`src/hdl/u8d_pkg.sv`:
```
// shared types and constants of the strict utf-8 decoder
package u8d_pkg;

  localparam logic [20:0] CP_REPLACEMENT = 21'h00FFFD;
  localparam logic [20:0] CP_MAX         = 21'h10FFFF;
  localparam logic [20:0] SURR_LO        = 21'h00D800;
  localparam logic [20:0] SURR_HI        = 21'h00DFFF;
  localparam logic [20:0] MIN_TWO        = 21'h000080;
  localparam logic [20:0] MIN_THREE      = 21'h000800;
  localparam logic [20:0] MIN_FOUR       = 21'h010000;

  localparam logic [7:0] MASK_TOP2  = 8'hC0;
  localparam logic [7:0] MASK_TOP3  = 8'hE0;
  localparam logic [7:0] MASK_TOP4  = 8'hF0;
  localparam logic [7:0] MASK_TOP5  = 8'hF8;
  localparam logic [7:0] CONT_MARK  = 8'h80;
  localparam logic [7:0] LEAD_TWO   = 8'hC0;
  localparam logic [7:0] LEAD_THREE = 8'hE0;
  localparam logic [7:0] LEAD_FOUR  = 8'hF0;

  // results caused by one byte: a run of replacements, then an optional tail
  typedef struct packed {
    logic [2:0]  rep_count;
    logic        tail_valid;
    logic [20:0] tail_cp;
    logic        tail_bad;
    logic [2:0]  tail_cnt;
  } desc_t;

endpackage

```
`src/hdl/u8d_decode.sv`:
```
// input register, sequence state and per-byte decode into a result descriptor
module u8d_decode (
  input  logic            clk,
  input  logic            rst,
  input  logic            in_valid,
  output logic            in_ready,
  input  logic [7:0]      byte_value,
  input  logic            last_byte,
  input  logic            can_load,
  output logic            load,
  output u8d_pkg::desc_t  desc
);
  import u8d_pkg::*;

  logic        in_q_valid;
  logic [7:0]  byte_q;
  logic        last_q;
  logic [1:0]  held_count;
  logic [1:0]  needed_count;
  logic [20:0] partial_value;
  logic [1:0]  held_count_next;
  logic [1:0]  needed_count_next;
  logic [20:0] partial_value_next;

  assign in_ready = !in_q_valid || can_load;
  assign load     = in_q_valid && can_load;

  // input word register
  always_ff @(posedge clk) begin
    if (rst) begin
      in_q_valid <= 1'b0;
    end else if (in_ready) begin
      in_q_valid <= in_valid;
    end
    if (in_valid && in_ready) begin
      byte_q <= byte_value;
      last_q <= last_byte;
    end
  end

  // pending sequence state
  always_ff @(posedge clk) begin
    if (rst) begin
      held_count    <= 2'd0;
      needed_count  <= 2'd0;
      partial_value <= 21'd0;
    end else if (load) begin
      held_count    <= held_count_next;
      needed_count  <= needed_count_next;
      partial_value <= partial_value_next;
    end
  end

  // decode of the registered byte against the pending sequence
  always_comb begin
    logic        fresh;
    logic        is_cont;
    logic [2:0]  total;
    logic [20:0] acc;
    logic [20:0] minv;
    logic        bad_value;

    fresh              = 1'b1;
    is_cont            = (byte_q & MASK_TOP2) == CONT_MARK;
    total              = {1'b0, held_count} + 3'd1;
    acc                = {partial_value[14:0], byte_q[5:0]};
    minv               = (total == 3'd2) ? MIN_TWO :
                         (total == 3'd3) ? MIN_THREE : MIN_FOUR;
    bad_value          = (acc < minv) || (acc > CP_MAX) ||
                         ((acc >= SURR_LO) && (acc <= SURR_HI));
    held_count_next    = held_count;
    needed_count_next  = needed_count;
    partial_value_next = partial_value;
    desc               = '0;
    desc.tail_cp       = CP_REPLACEMENT;
    desc.tail_bad      = 1'b1;
    desc.tail_cnt      = 3'd1;

    // continuation or break of a pending sequence
    if (held_count != 2'd0) begin
      if (is_cont) begin
        fresh = 1'b0;
        if (needed_count <= 2'd1) begin
          if (bad_value) begin
            desc.rep_count = total;
          end else begin
            desc.tail_valid = 1'b1;
            desc.tail_cp    = acc;
            desc.tail_bad   = 1'b0;
            desc.tail_cnt   = total;
          end
          held_count_next    = 2'd0;
          needed_count_next  = 2'd0;
          partial_value_next = 21'd0;
        end else if (last_q) begin
          desc.rep_count     = total;
          held_count_next    = 2'd0;
          needed_count_next  = 2'd0;
          partial_value_next = 21'd0;
        end else begin
          held_count_next    = total[1:0];
          needed_count_next  = needed_count - 2'd1;
          partial_value_next = acc;
        end
      end else begin
        desc.rep_count     = {1'b0, held_count};
        held_count_next    = 2'd0;
        needed_count_next  = 2'd0;
        partial_value_next = 21'd0;
      end
    end

    // byte taken on its own
    if (fresh) begin
      if (!byte_q[7]) begin
        desc.tail_valid = 1'b1;
        desc.tail_cp    = {13'd0, byte_q};
        desc.tail_bad   = 1'b0;
      end else if ((byte_q & MASK_TOP3) == LEAD_TWO ||
                   (byte_q & MASK_TOP4) == LEAD_THREE ||
                   (byte_q & MASK_TOP5) == LEAD_FOUR) begin
        if (last_q) begin
          desc.tail_valid = 1'b1;
        end else begin
          held_count_next = 2'd1;
          if ((byte_q & MASK_TOP3) == LEAD_TWO) begin
            needed_count_next  = 2'd1;
            partial_value_next = {16'd0, byte_q[4:0]};
          end else if ((byte_q & MASK_TOP4) == LEAD_THREE) begin
            needed_count_next  = 2'd2;
            partial_value_next = {17'd0, byte_q[3:0]};
          end else begin
            needed_count_next  = 2'd3;
            partial_value_next = {18'd0, byte_q[2:0]};
          end
        end
      end else begin
        desc.tail_valid = 1'b1;
      end
    end
  end

endmodule

```
`src/hdl/u8d_emit.sv`:
```
// result register that plays out a descriptor's results, one per cycle while out_ready is high
module u8d_emit (
  input  logic            clk,
  input  logic            rst,
  input  logic            load,
  input  u8d_pkg::desc_t  desc,
  output logic            can_load,
  output logic            out_valid,
  input  logic            out_ready,
  output logic [20:0]     code_point,
  output logic            malformed,
  output logic [2:0]      byte_count,
  output logic            last_of_run
);
  import u8d_pkg::*;

  logic [2:0]  rep_left;
  logic        tail_valid;
  logic [20:0] tail_cp;
  logic        tail_bad;
  logic [2:0]  tail_cnt;
  logic [2:0]  remaining;

  assign remaining = rep_left + {2'd0, tail_valid};
  assign out_valid = remaining != 3'd0;
  assign can_load  = !out_valid || (remaining == 3'd1 && out_ready);

  // current result
  assign code_point  = (rep_left != 3'd0) ? CP_REPLACEMENT : tail_cp;
  assign malformed   = (rep_left != 3'd0) ? 1'b1 : tail_bad;
  assign byte_count  = (rep_left != 3'd0) ? 3'd1 : tail_cnt;
  assign last_of_run = remaining == 3'd1;

  // descriptor register
  always_ff @(posedge clk) begin
    if (rst) begin
      rep_left   <= 3'd0;
      tail_valid <= 1'b0;
    end else if (load) begin
      rep_left   <= desc.rep_count;
      tail_valid <= desc.tail_valid;
    end else if (out_valid && out_ready) begin
      if (rep_left != 3'd0) begin
        rep_left <= rep_left - 3'd1;
      end else begin
        tail_valid <= 1'b0;
      end
    end
    if (load) begin
      tail_cp  <= desc.tail_cp;
      tail_bad <= desc.tail_bad;
      tail_cnt <= desc.tail_cnt;
    end
  end

endmodule

```
`src/hdl/utf8_strict_decoder.sv`:
```
// strict utf-8 decoder top level: input register, decode, result register
// a byte waits in the input register and its results in the result register
// throughput: one byte per cycle while out_ready is high and each byte gives
// at most one result; a byte with more (up to four) holds the result register
// reset: synchronous, clears the pending sequence and both valid registers
module utf8_strict_decoder (
  input  logic        clk,
  input  logic        rst,
  input  logic        in_valid,
  output logic        in_ready,
  input  logic [7:0]  byte_value,
  input  logic        last_byte,
  output logic        out_valid,
  input  logic        out_ready,
  output logic [20:0] code_point,
  output logic        malformed,
  output logic [2:0]  byte_count,
  output logic        last_of_run
);
  import u8d_pkg::*;

  logic  can_load;
  logic  load;
  desc_t desc;

  // decode stage
  u8d_decode u_decode (
    .clk        (clk),
    .rst        (rst),
    .in_valid   (in_valid),
    .in_ready   (in_ready),
    .byte_value (byte_value),
    .last_byte  (last_byte),
    .can_load   (can_load),
    .load       (load),
    .desc       (desc)
  );

  // result stage
  u8d_emit u_emit (
    .clk         (clk),
    .rst         (rst),
    .load        (load),
    .desc        (desc),
    .can_load    (can_load),
    .out_valid   (out_valid),
    .out_ready   (out_ready),
    .code_point  (code_point),
    .malformed   (malformed),
    .byte_count  (byte_count),
    .last_of_run (last_of_run)
  );

endmodule
```
`config.mk`:
```
export PLATFORM = sky130hd
export DESIGN_NAME = utf8_strict_decoder
export DESIGN_NICKNAME = d
export VERILOG_FILES = /design/src/hdl/u8d_pkg.sv /design/src/hdl/u8d_decode.sv /design/src/hdl/u8d_emit.sv /design/src/hdl/utf8_strict_decoder.sv
export SDC_FILE = /design/constraint.sdc
export NUM_CORES = 1
export LEC_CHECK = 0
export ABC_AREA = 1
export ABC_CLOCK_PERIOD_IN_PS = 2700
export BUFFER_PORTS_ARGS = -buffer_cell sky130_fd_sc_hd__buf_2
export CAP_MARGIN = 20
export CORE_MARGIN = 4
export CORE_UTILIZATION = 32
export DETAILED_ROUTE_END_ITERATION = 16
export SYNTH_ARGS = -nofsm -noshare
export SYNTH_HDL_FRONTEND = slang
export SYNTH_SLANG_ARGS = --single-unit
```
`constraint.sdc`:
```
create_clock -name clk -period 2.7 [get_ports clk]
set_clock_uncertainty 0.1 [all_clocks]
set_input_delay 0.27 -clock clk [delete_from_list [all_inputs] [get_ports clk]]
set_output_delay 0.27 -clock clk [all_outputs]
set_load 0.02 [all_outputs]
```
# --- Yosys cells after proc, flatten, opt, wreduce, memory -nomap -nowiden ---
# Index checks and enable logic that the tools add are counted.
totals:
  register_bits: 64
  input_bits: 13
  out_inout_bits: 28
  word_cells: 106
op_classes:
  addsub: 4
  magnitude_cmp: 5
  eq_ne: 8
  n_mux: 54
  n_bitwise: 3
  n_reduce_logical: 21
op_table:
  columns: ["op", "n"]
  rows:
  - ["21-bit 2-to-1 mux", 11]
  - ["26-bit 2-to-1 mux", 3]
  - ["2-bit 2-to-1 mux", 17]
  - ["29-bit 2-to-1 mux", 1]
  - ["3-bit 2-to-1 mux", 8]
  - ["23-bit 2-to-1 mux", 1]
  - ["22-bit 2-to-1 mux", 1]
  - ["21-bit by 16-bit greater-or-equal comparator with 1-bit output, second input constant", 1]
  - ["21-bit > comparator, second input constant", 1]
  - ["21-bit by 16-bit <= comparator with 1-bit output, second input constant", 1]
  - ["21-bit less-than comparator", 1]
  - ["17-bit 2-to-1 mux", 1]
  - ["1-bit 2-to-1 mux", 10]
  - ["3-bit by 2-bit equality test with 1-bit output, second input constant", 2]
  - ["1-bit logical OR", 6]
  - ["2-bit nonzero test", 3]
  - ["3-bit nonzero test", 2]
  - ["5-bit equality test, second input constant", 1]
  - ["1-bit logical AND", 5]
  - ["4-bit equality test, second input constant", 1]
  - ["4-bit 2-to-1 mux", 1]
  - ["2-bit AND reduction", 2]
  - ["4-bit OR reduction", 1]
  - ["2-bit by 1-bit adder with 3-bit output, second input constant", 1]
  - ["other kinds (10)", 13]

# --- Logic depth before layout (Yosys ltp) ---
depth:
  word_depth: 16
  mapped_depth: 16
  mapped_depth_nobuf: 16

# --- Modules after synthesis ---
# A second synthesis with hierarchy kept.
hier_totals:
  hier_cells: 364
  area_unflattened_um2: 3035.4
by_module_without_submodules:
  columns: ["module", "n_inst", "cells_per_inst", "area_per_inst_um2", "seq_area_each_um2"]
  rows:
  - ["u8d_decode", 1, 257, 1776.7, 670.6]
  - ["u8d_emit", 1, 107, 1258.7, 830.8]

# --- Worst setup path before layout ---
# No wires, ideal clock.
synth_path:
  kind: "register to register"
  startpoint: "register u_decode.held_count[0]"
  endpoint: "register u_emit.tail_cp[10], data pin"
  setup_ns: 0.270
  t_arrival_ns: 1.879
  required_time_ns: 2.330
  slack_ns: 0.451
  path_stages_with_launch: 12
  n_path_buf: 1
  synth_period_minus_slack_ns: 2.249
  cell_sequence: "dfxtp_1 inv_1 ha_1 ha_1 nand2_1 o21ai_0 nor2_1 nand2_1 nand3_2 nor2_2 buf_2 a21oi_1"
synth_lines:
  columns: ["item", "line", "source"]
  rows:
  - ["from (decl)", "u8d_decode.sv:18", "logic [1:0] held_count;"]
  - ["from (signal assigned)", "u8d_decode.sv:48", "held_count <= held_count_next;"]
  - ["to (signal assigned)", "u8d_emit.sv:50", "tail_cp <= desc.tail_cp;"]
  - ["to (decl)", "u8d_emit.sv:19", "logic [20:0] tail_cp;"]

==> reports/qor.yml <==
run_status:
  outcome: "finished, final reports clean"
detailed_routing:
  num_vias: 2416
  drtPass1Iterations: 5
  drt-initial-drc-count: 123
  final_antenna_net_count: 0
  routed_via_density: 4.637
  routedWlPerCell_um: 12.56
  wl_mm: 6.546
  drc_errors: 0
timing:
  period_needed_ns: 2.487
  hold_violations: 0
  slew_viol_final: 0
  fin_crit_sh_pct: 92.12
  tightest_slew_ns: 0.6807
  final-setup-viol-count: 0
  maxSlewHeadroom_pct: 54.51
  hold_slack_ns: 0.01336
  fmax_ghz: 0.4021
synthesis:
  async_reset_ff_share_pct: 0
  synth_ff_type: "edfxtp_1"
  yosysWarningCount: 0
  synth_seq_cells: 58
  ys_seq_area_share_pct: 50.55
  yosys.area.top_type: "edfxtp_1"
  syn_area_um2: 2970
  yosys-top-cells-area: "edfxtp_1 34%, dfxtp_1 16%, nand2_1 8.3%"
  syn_area_per_cell_um2: 8.463
  synth_cell_types: 33
  synthCells: 351
  syn-num-nets: 375
  synth-edff-count: 34
  synth_top_area_share_pct: 34.37
layout:
  syn2layout_area_growth_pct: 19.50
  diodes: 0
  layout_common_cells: "66 x nand2_1, 54 x inv_1, 40 x buf_2"
  final_common_cell: "nand2_1"
  fin_nets: 432
  post-route-util_pct: 39.92
  layout-drive-gt1-share_pct: 24.46
die:
  dieArea_um2: 10890
  boundaryPins: 41
  initial_utilization_pct: 33.41
  num_rows: 34
  die_h_um: 104.3
  core-area_um2: 8891
  die_w_um: 104.3
setup_path:
  worstPathArrival_ns: 2.49
  r2r_cells: 13
  critPathMaxFanout: 7
  start_kind: "flip-flop"
  crit_chain: "inv_1 > ha_1 > ha_1 > a21oi_1 > o21ai_0 > nor2_1 > nand2_1 > nand3_2 > nor2_2 > inv_2 > nand2_2 > inv_2 > nor2_1"
  endpoint_kind: "flip-flop"
  worst-path-buf-inv: 3
  r2r_end: "u_emit.tail_cp[1]"
  crit_family: "adder cells"
  r2r_setup_slack_ns: 0.21
  max_stage_delay_ns: 0.36
  r2r-start: "u_decode.held_count[0]"
  slowest_stage: "dfxtp_2"
  cp_num_cells: 13
  crit_required_ns: 2.70
  path_class: "flip-flop to flip-flop"
hold_path:
  min_from: "byte_value[0]"
  hold_end: "u_decode.byte_q[0]"
  hold_class: "input port to flip-flop"
  worstHoldPathCells: 1
clock_network:
  clock_latency_ns: 0.34
  htreeDepth: 3
  clkTransAtPathRegs_ns: 0.06
  cts_tree: "built"
  clock-sinks: 58
  cts_buffers: 9
  clock_path_buffers: 2
  cts-root-buf: "clkbuf_8"
  post_cts_buffers: 0
global_route:
  antenna_found_initial: 0
  grt_first_pass_wirelength_mm: 11.30
  first_global_vias: 2323
  grt_max_degree: 25
  grt_usage_pct: 12.96
  overflow: 0
pwr:
  powerDensity_nw_per_um2: 799.6
  p_total_mw: 2.838
  power.leakage_nw: 1.485
  ir_drop_mv: 0.5380
placed_design:
  dp_hpwl_mm: 4.934
  port_buffers: 40
  gp_congestion: 0.8414
run:
  cap_violations: 0
-- cell type report --
type,instances,area (um^2)
Tap cell,108,135.1
Inverter,61,231.5
Clock buffer,13,148.9
Multi-Input combinational cell,224,1191
Clock inverter,3,15.01
Sequential cell,58,1503
Timing Repair Buffer,54,325.3
Fill cell,880,5341
-- routing by layer --
layer  up-vias  track usage (%)  routed length [um]
li1       1243                -                   -
met1      1093            16.17                2966
met2        67            20.48                3008
met3        13            4.966                 438
met4         0            4.463                 133
met5         -                0                   0
-- through the flow --
step	area (um^2)	setup slack (ns)	instances	TNS (ns)
after floorplan	2970	0.4508	351	0
after global placement	3304	0.2873	497	0
after detailed placement	3304	0.1652	497	0
after CTS	3538	0.1557	520	0
after global routing	3550	-0.004913	521	-0.004913
final	3550	0.2128	521	0
-- how the worst max path moves through the flow --
stage	startpoint	slack, ns	endpoint
6_report	u_decode.held_count[0]	0.21	u_emit.tail_cp[1]
5_1_grt	u_decode.held_count[1]	-0.005	u_emit.tail_cp[1]
4_1_cts	u_decode.held_count[0]	0.16	u_emit.tail_cp[1]
3_5_place_dp	u_decode.held_count[0]	0.17	u_emit.tail_cp[1]
3_3_place_gp	u_decode.held_count[0]	0.29	u_emit.tail_cp[1]
2_1_floorplan	u_decode.held_count[0]	0.45	u_emit.tail_cp[10]
-- cell usage after synthesis (all sizes together), types with 2 or more instances --
cell type / instances
a211oi: 8
a21oi: 39
a31oi: 2
buf: 3
clkbuf: 5
dfxtp: 24
edfxtp: 34
ha: 11
inv: 60
nand2: 74
nand3: 12
nand3b: 2
nand4: 4
nor2: 42
nor3: 2
o21ai: 5
or2: 18
-- timing repair --
item / 4_1_cts / 5_1_grt
hold buffers: 7 / 1
resized for setup: 0 / 1
endpoints found under the hold margin: 7 / 1
endpoints found under the setup margin: 0 / 10
-- sequential cells by signal, summed over array words and instances (netlist names) --
signal and cells:
u_decode.byte_q 8, u_decode.held_count 2, u_decode.in_q_valid 1, u_decode.last_q 1, u_decode.needed_count 2, u_decode.partial_value 15
u_emit.rep_left 3, u_emit.tail_bad 1, u_emit.tail_cnt 3, u_emit.tail_cp 21, u_emit.tail_valid 1
-- report_power, final --
| part | internal [mW] | total (mW) | leakage (nW) | switching [mW] |
|---|---|---|---|---|
| Clock | 0.353 | 0.670 | 0.0872 | 0.316 |
| Combinational | 0.360 | 1.06 | 0.887 | 0.702 |
| Sequential | 1.06 | 1.11 | 0.510 | 0.0425 |
| Total | 1.78 | 2.84 | 1.48 | 1.06 |
-- cell families (layout without fill, tap and decap cells) --
| family | after synthesis | after routing | synth area share [%] |
|---|---|---|---|
| fa+ha+maj | 11 | 11 | 4.633 |
| flops | 58 | 58 | 50.55 |
| compound gates | 58 | 58 | 11.16 |
| xor+xnor | 1 | 1 | 0.2949 |
| simple gates | 154 | 154 | 24.01 |
| buf+inv | 69 | 131 | 9.351 |
No activity file was read; power rests on OpenSTA's default activity.
